`config.mk`:
```
export PLATFORM = sky130hd
export DESIGN_NAME = lvsu_alu
export DESIGN_NICKNAME = d
export VERILOG_FILES = /design/src/rtl/core/lvsu_pkg.sv /design/src/rtl/core/lvsu_alu.sv
export SDC_FILE = /design/constraint.sdc
export NUM_CORES = 2
export LEC_CHECK = 0
export ABC_CLOCK_PERIOD_IN_PS = 10460
export BUFFER_PORTS_ARGS = -buffer_cell sky130_fd_sc_hd__buf_2
export CORE_ASPECT_RATIO = 1.4
export CORE_UTILIZATION = 35
export CTS_BUF_LIST = sky130_fd_sc_hd__clkbuf_16
export DETAILED_ROUTE_END_ITERATION = 12
export GPL_TIMING_DRIVEN = 0
export PLACE_DENSITY = 0.51
export SLEW_MARGIN = 20
export SYNTH_ARGS = -nofsm -noshare
export SYNTH_HDL_FRONTEND = slang
export SYNTH_SLANG_ARGS = --single-unit
```
`constraint.sdc`:
```
create_clock -name clk_i -period 10.46 [get_ports clk_i]
set_input_delay 3.138 -clock clk_i [delete_from_list [all_inputs] [get_ports clk_i]]
set_output_delay 3.138 -clock clk_i [all_outputs]
set_load 0.01 [all_outputs]
```
`src/rtl/core/lvsu_pkg.sv`:
```
// Shared types and constants of the lumped volume state update block.
package lvsu_pkg;

  localparam logic [63:0] SIGN_MIN = 64'h8000_0000_0000_0000;
  localparam logic [63:0] POS_MAX  = 64'h7FFF_FFFF_FFFF_FFFF;

  // Request type codes carried on req_type_i.
  localparam logic [2:0] MODE_INLET   = 3'd0;
  localparam logic [2:0] MODE_OUTLET  = 3'd1;
  localparam logic [2:0] MODE_BOTH    = 3'd2;
  localparam logic [2:0] MODE_AIR_IN  = 3'd3;
  localparam logic [2:0] MODE_AIR_OUT = 3'd4;

  // Configuration register indexes.
  localparam logic [2:0] REG_VOLUME    = 3'd0;
  localparam logic [2:0] REG_GAMMA     = 3'd1;
  localparam logic [2:0] REG_OFFSET    = 3'd2;
  localparam logic [2:0] REG_INIT_RHO  = 3'd3;
  localparam logic [2:0] REG_INIT_PRES = 3'd4;

  // Reset values of the registers and state, Q32.32.
  localparam logic [62:0] RST_VOLUME    = 63'd4294967296;
  localparam logic [62:0] RST_GAMMA     = 63'd6012954214;
  localparam logic [63:0] RST_OFFSET    = 64'd0;
  localparam logic [62:0] RST_INIT_RHO  = 63'd4294967296;
  localparam logic [63:0] RST_INIT_PRES = 64'd4294967296;

  typedef enum logic [1:0] {
    OP_MUL,
    OP_DIV,
    OP_SQRT
  } alu_op_e;

  typedef struct packed {
    logic    start;
    alu_op_e op;
  } alu_req_t;

  typedef struct packed {
    logic done;
    logic sat;
  } alu_rsp_t;

endpackage

```
`src/rtl/core/lvsu_alu.sv`:
```
// Bit-serial fixed-point multiply, divide and square root unit.
module lvsu_alu import lvsu_pkg::*; #(
  parameter int FRAC_BITS = 32
) (
  input  logic        clk_i,
  input  logic        rst_ni,
  input  alu_req_t    req_i,
  input  logic [63:0] a_i,
  input  logic [63:0] b_i,
  output alu_rsp_t    rsp_o,
  output logic [63:0] res_o
);

  typedef enum logic [2:0] {
    A_IDLE,
    A_MUL,
    A_DIV,
    A_SQRT,
    A_FIN
  } alu_state_e;

  alu_state_e   ast_q;
  alu_op_e      op_q;
  logic         neg_q;
  logic [6:0]   cnt_q;
  logic [127:0] nb_q;
  logic [65:0]  rem_q;
  logic [63:0]  mc_q;
  logic [63:0]  md_q;
  logic [63:0]  res_q;
  logic         done_q;
  logic         sat_q;

  logic [63:0]  a_mag;
  logic [63:0]  b_mag;
  logic [64:0]  mul_add;
  logic [64:0]  div_sh;
  logic         div_ge;
  logic [64:0]  div_sub;
  logic [67:0]  sq_cand;
  logic [67:0]  sq_trial;
  logic         sq_ge;
  logic [67:0]  sq_sub;
  logic [127:0] prod_sh;
  logic [64:0]  fin_mul;
  logic [64:0]  fin_div;

  // Sign and magnitude to a saturated signed 64-bit value; the top bit flags a clamp.
  function automatic logic [64:0] pack(input logic neg, input logic hi_nz,
                                       input logic [63:0] lo);
    logic [64:0] r;
    if (neg) begin
      if (hi_nz || lo > SIGN_MIN) r = {1'b1, SIGN_MIN};
      else r = {1'b0, 64'd0 - lo};
    end else begin
      if (hi_nz || lo[63]) r = {1'b1, POS_MAX};
      else r = {1'b0, lo};
    end
    return r;
  endfunction

  always_comb begin
    a_mag    = a_i[63] ? 64'd0 - a_i : a_i;
    b_mag    = b_i[63] ? 64'd0 - b_i : b_i;
    mul_add  = {1'b0, nb_q[127:64]} + (mc_q[0] ? {1'b0, md_q} : 65'd0);
    div_sh   = {rem_q[63:0], nb_q[127]};
    div_ge   = div_sh >= {1'b0, md_q};
    div_sub  = div_sh - {1'b0, md_q};
    sq_cand  = {rem_q, nb_q[127:126]};
    sq_trial = {2'b00, mc_q, 2'b01};
    sq_ge    = sq_cand >= sq_trial;
    sq_sub   = sq_cand - sq_trial;
    prod_sh  = nb_q >> FRAC_BITS;
    fin_mul  = pack(neg_q, |prod_sh[127:64], prod_sh[63:0]);
    fin_div  = pack(neg_q, |nb_q[127:64], nb_q[63:0]);
  end

  always_ff @(posedge clk_i or negedge rst_ni) begin
    if (!rst_ni) begin
      ast_q  <= A_IDLE;
      op_q   <= OP_MUL;
      done_q <= 1'b0;
      sat_q  <= 1'b0;
      cnt_q  <= '0;
    end else begin
      done_q <= 1'b0;
      case (ast_q)
        A_IDLE: begin
          if (req_i.start) begin
            op_q  <= req_i.op;
            neg_q <= a_i[63] ^ b_i[63];
            case (req_i.op)
              OP_MUL: begin
                nb_q  <= '0;
                mc_q  <= a_mag;
                md_q  <= b_mag;
                cnt_q <= 7'd63;
                ast_q <= A_MUL;
              end
              OP_DIV: begin
                if (b_i == 64'd0) begin
                  res_q  <= (a_i == 64'd0) ? 64'd0 : (a_i[63] ? SIGN_MIN : POS_MAX);
                  sat_q  <= a_i != 64'd0;
                  done_q <= 1'b1;
                end else begin
                  nb_q  <= {64'd0, a_mag} << FRAC_BITS;
                  rem_q <= '0;
                  md_q  <= b_mag;
                  cnt_q <= 7'd127;
                  ast_q <= A_DIV;
                end
              end
              OP_SQRT: begin
                nb_q  <= {64'd0, a_i} << FRAC_BITS;
                rem_q <= '0;
                mc_q  <= '0;
                cnt_q <= 7'd63;
                ast_q <= A_SQRT;
              end
              default: begin
                res_q  <= '0;
                sat_q  <= 1'b0;
                done_q <= 1'b1;
              end
            endcase
          end
        end
        A_MUL: begin
          nb_q  <= {mul_add, nb_q[63:1]};
          mc_q  <= {1'b0, mc_q[63:1]};
          cnt_q <= cnt_q - 7'd1;
          if (cnt_q == 7'd0) ast_q <= A_FIN;
        end
        A_DIV: begin
          rem_q <= {2'b00, div_ge ? div_sub[63:0] : div_sh[63:0]};
          nb_q  <= {nb_q[126:0], div_ge};
          cnt_q <= cnt_q - 7'd1;
          if (cnt_q == 7'd0) ast_q <= A_FIN;
        end
        A_SQRT: begin
          rem_q <= sq_ge ? sq_sub[65:0] : sq_cand[65:0];
          mc_q  <= {mc_q[62:0], sq_ge};
          nb_q  <= {nb_q[125:0], 2'b00};
          cnt_q <= cnt_q - 7'd1;
          if (cnt_q == 7'd0) ast_q <= A_FIN;
        end
        A_FIN: begin
          case (op_q)
            OP_MUL: begin
              res_q <= fin_mul[63:0];
              sat_q <= fin_mul[64];
            end
            OP_DIV: begin
              res_q <= fin_div[63:0];
              sat_q <= fin_div[64];
            end
            default: begin
              res_q <= mc_q;
              sat_q <= 1'b0;
            end
          endcase
          done_q <= 1'b1;
          ast_q  <= A_IDLE;
        end
        default: ast_q <= A_IDLE;
      endcase
    end
  end

  assign rsp_o.done = done_q;
  assign rsp_o.sat  = sat_q;
  assign res_o      = res_q;

endmodule

```
## Word level (Yosys, flattened, before mapping)

Cells that the tools add are included.

| word-level totals | value |
|---|---|
| bits in writable memories | 0 |
| memory bits (read-only) | 0 |
| logic and storage cells | 121 |
| bits in latches | 0 |
| flip-flop bits (word level) | 401 |
| output and inout port bits | 66 |
| memories | 0 |

| operators by class | value |
|---|---|
| reduce and logical (&&, ||, !) cells | 31 |
| order comparisons | 4 |
| bitwise operators | 1 |
| divide/modulo/power cells | 0 |
| mux-type cells | 49 |
| shifts and indexed selects | 0 |
| multiply operators | 0 |
| add/sub/neg operators | 8 |
| eq/ne operators | 17 |

Operators by type and width:

| cell | number |
|---|---|
| $mux 64 | 10 |
| $pmux 64 s2 | 5 |
| $pmux 128 s4 | 1 |
| $mux 65 | 6 |
| $pmux 128 s3 | 1 |
| $mux 128 | 2 |
| $sub 1x64->64 const A | 4 |
| $mux 66 | 3 |
| $pmux 66 s3 | 1 |
| $pmux 64 s3 | 1 |
| $pmux 66 s2 | 1 |
| $gt 64x64->1 const B | 2 |
| $logic_not 64->1 | 2 |
| $ge 68x66->1 | 1 |
| $sub 66x66->66 | 1 |
| $add 64x64->65 | 1 |
| $ge 65x64->1 | 1 |
| $reduce_bool 64->1 | 1 |
| $reduce_or 64->1 | 1 |
| $sub 64x64->64 | 1 |
| $reduce_or 32->1 | 1 |
| $pmux 7 s2 | 2 |
| $reduce_and 5->1 | 4 |
| $reduce_and 4->1 | 4 |
| 30 further kinds | 53 |

## Depth between registers and ports, before layout

| logic depth | value |
|---|---|
| word-level depth | 6 |
| mapped depth | 16 |
| depth with buffers taken out | 15 |

## Worst setup path after synthesis

Ideal clock, no wire load.

| path | value |
|---|---|
| path kind | input port to flip-flop |
| from | input b_i[19] |
| to | register res_q[0] (netlist: res_o[0]), enable pin |
| path slack | 1.946 ns |
| setup time | 0.487 ns |
| stages | 10 |
| arrival time | 8.027 ns |
| required time | 9.973 ns |
| path through | or4_1 -> nor4_4 -> nand4_2 -> or2_1 -> or3_1 -> buf_2 -> nor3_4 -> o211a_1 -> o21ai_0 -> nor2_1 |

| on the way | value |
|---|---|
| cells in the longest elaborated chain, start to end | 3 |

RTL lines:

| item | RTL line | source |
|---|---|---|
| start, declared | lvsu_alu.sv:9 | `input logic [63:0] b_i,` |
| $logic_not 64->1 | lvsu_alu.sv:101 | `if (b_i == 64'd0) begin` |
| $ne 3x3->1 (no source line) | - |  |
| $reduce_and 5->1 (no source line) | - |  |
| end signal, assigned | lvsu_alu.sv:102 | `res_q <= (a_i == 64'd0) ? 64'd0 : (a_i[63] ? SIGN_MIN : POS_MAX);` |
| end signal, assigned | lvsu_alu.sv:150 | `res_q <= fin_mul[63:0];` |
| end signal, assigned | lvsu_alu.sv:154 | `res_q <= fin_div[63:0];` |
| end, declared | lvsu_alu.sv:30 | `logic [63:0] res_q;` |

No other way between the ends.
A chain may end at the register's enable or synchronous reset.

## Worst setup path in the final report

| path | value |
|---|---|
| from | input a_i[13] |
| to | register res_q[50] (netlist: res_o[50]) (data pin) |

| on the way | value |
|---|---|
| cells in the longest elaborated chain, start to end | 6 |

RTL lines:

| item | RTL line | source |
|---|---|---|
| start, declared | lvsu_alu.sv:8 | `input logic [63:0] a_i,` |
| $logic_not 64->1 | lvsu_alu.sv:102 |  |
| $mux 64 | lvsu_alu.sv:102 |  |
| $mux 64 | lvsu_alu.sv:101 |  |
| $pmux 64 s2 | lvsu_alu.sv:92 | `case (req_i.op)` |
| $mux 64 | lvsu_alu.sv:89 | `if (req_i.start) begin` |
| $pmux 64 s2 | lvsu_alu.sv:87 | `case (ast_q)` |

No other way between the ends. The select of a mux whose other input is x is not followed.

==> impl_metrics.csv <==
group,metric,value,unit
power,power.density,203,nW/um^2
floorplan,die_area,114000,sq um
cells_and_area,syn2layout_area_growth,12.3,%
global_routing,grt_start_max_net_pins,52,
route,antenna_left,0,
cts,postCtsSetupBuffers,0,
synth,avgSynthCellArea,8.00,sq um
timing,min_period,8010,ps
timing,fin_setup_tns,0,ps
global_routing,grt_pass1_wl,325,mm
global_routing,grt_pass1_vias,41600,
run,cap_violations,0,
timing,drv_slew,0,
timing,max_slew_margin,13.8,%
cts,cts.sinks,401,
place,dp_cells,6598,
power,combPwrFrac,53.0,%
worst_setup_path,cp_max_fo,10,
timing,tightest_slew,1290,ps
outcome,outcome,"finished, final reports clean",
synth,async_reset_ff_share,3.49,%
cts,cts_resized,0,
timing,timing.final.crit_share,76.6,%
cells_and_area,nets,5520,
min_path,whs_path_depth,1,
cts,htree_num_levels,2,
route,drc,0,
cells_and_area,finalNonFillerCells,6716,
cts,clockBufferDepth,3,
floorplan,num_rows,145,
worst_setup_path,cp_data_required_time,10820,ps
floorplan,die_h,399,um
floorplan,pin_count,199,
place,port_buffers,197,
timing,fmax,125,MHz
floorplan,initial_core_util,35.3,%
timing,layout_setup_ws,2450,ps
timing,finalHoldViolations,0,
worst_setup_path,cp-end-kind,"flip-flop",
global_routing,overflow,0,
power,power_switching,0.00415,W
cts,root_buffer,"clkbuf_16",
power,p_leak,16.9,nW
power,swShare,46.3,%
cts,clk_latency,660,ps
power,p_clk_share,20.2,%
synth,ys_seq_area_share,30.4,%
place,gp_congestion,1.07,
route,drt_pre_antenna_iters,8,
worst_setup_path,cp.arrival,8370,ps
synth,yosys_warnings,0,
cells_and_area,drive_gt1_share,8.82,%
power,p_int,0.00481,W
cells_and_area,final_common_cell,"a21oi_1",
worst_setup_path,worstSetupPathType,"in -> reg",
timing,report.final.setup_viol,0,
synth,synth_edf_count,387,
synth,syn-num-nets,5256,
synth,synth_flop_cell,"edfxtp_1",
min_path,hp-class,"reg -> reg",
synth,ys_types,106,
synth,syn_inst,4916,
worst_setup_path,r2r_cells,15,
place,dpl.hpwl,200,mm
route,vias_per_cell,6.33,
cts,cts_tree,"done",
place,post-place-ws,2000,ps
route,post_drt_wl_per_cell,35.8,um
global_routing,track_usage,41.1,%
route,num_vias,42500,
floorplan,core-area,112000,sq um
timing,rsz0062_at_grt,"no",
floorplan,die_x,285,um
timing,finClkSkew,33.6,ps
route,drt-total-wl,240,mm
synth,synth-seq-cells,401,
route,drt-initial-drc-count,4215,
global_routing,grt_antenna_before_repair,43,
power,power_frac_seq,26.8,%
worst_setup_path,start_kind,"input pin",
cts,cts_buffers,49,
power,ir_drop,0.148,mV
cells_and_area,final_cell_mix,"528 x a21oi_1, 498 x o21ai_0, 468 x nand2_1",
synth,synth_area,39300,sq um
cts,cts-hold-fix-buffers,0,
cts,cts.clk_slew.worst_paths,60,ps
power groups by stage:
stage / clock network (W) / logic (W) / registers (W)
CTS: 0.00182 / 0.00466 / 0.00238
detailed placement: 0 / 0.00463 / 0.00241
global placement: 0 / 0.00463 / 0.00242
finish: 0.00181 / 0.00475 / 0.00240
global route: 0.00186 / 0.00517 / 0.00241
floorplan: 0 / 0.00333 / 0.00224
metal layers:
metal  global-route usage (%)  part of all wire [%]
met5                        0                 0.014
met4                     40.4                    12
met3                     5.90                   6.2
met2                     72.9                    49
met1                     40.5                    33
worst paths after layout:
kind                                 startpoint              endpoint  slack [ps]
max                                     a_i[13]   res_o[50]$_DFFE_PP_        2450
min                        cnt_q[4]$_DFFE_PN0P_  cnt_q[4]$_DFFE_PN0P_         480
max reg2reg                   mc_q[0]$_DFFE_PP_   nb_q[123]$_DFFE_PP_        3430
min reg2reg                cnt_q[4]$_DFFE_PN0P_  cnt_q[4]$_DFFE_PN0P_         480
max in group asynchronous                rst_ni  cnt_q[3]$_DFFE_PN0P_        7720
min in group asynchronous                rst_ni  cnt_q[2]$_DFFE_PN0P_        2430
flip-flops by register name, summed over array words and instances (netlist names):
register	cells
done_q	1
sat_q	1
mc_q	64
cnt_q	7
nb_q	128
neg_q	1
res_o	64
md_q	64
op_q	2
rem_q	66
ast_q	3
kinds of logic (layout without fill, tap and decap cells):
group                    after synthesis  count (layout)  synth area share [%]
buffers and inverters                593             893                  5.90
AO/OA/AOI/OAI                       1898            1898                  30.5
flip-flops                           401             401                  30.4
XOR/XNOR                             304             304                  6.77
multiplexers                          78              78                  2.01
adder cells (fa/ha/maj)              207             207                  6.62
other                                  0              30                     0
AND/OR/NAND/NOR                     1435            1435                  17.8
final cells by class:
class | count | area, sq um
fillers | 11900 | 67400
well taps | 1470 | 1840
diodes | 30 | 75.1
flip-flops and latches | 401 | 12000
inverters | 225 | 845
clock buffers | 49 | 1230
clock inverters | 38 | 365
multi-input cells | 3922 | 25100
repair buffers | 213 | 1240
plain buffers | 368 | 1490
per-stage QoR:
stage	cell area [sq um]	util, %	power (W)	hold slack, ps
4_1_cts	44100	39.5	0.00886	482
2_1_floorplan	39300	-	0.00557	439
3_5_place_dp	42500	38.1	0.00704	473
3_3_place_gp	42200	37.8	0.00705	467
6_report	44200	39.6	0.00897	478
5_1_grt	44100	39.6	0.00944	501
Yosys cell counts (71+ instances only):
cell type	count	share of area, %
a22oi_1	90	1.7
edfxtp_1	387	30
ha_1	205	6.5
mux2i_1	71	1.8
xnor2_1	180	4.0
a21oi_1	530	6.7
nor3_1	124	1.6
nor2_1	365	3.5
a31oi_1	89	1.4
nand2_1	468	4.5
a21o_1	120	2.3
o21ai_0	502	6.4
inv_1	223	2.1
clkbuf_1	291	2.8
xor2_1	124	2.8
critical path, stage by stage:
cell and delay, ps:
buf_2 170, or4_1 630, nor4b_1 640, nand4b_1 460, or2_2 500, nor4_1 400, nand3_1 380, nor2_1 740
or3_1 310, buf_2 340, buf_2 430, o211ai_1 190
Note: power is estimated with default switching activity, not from simulation.
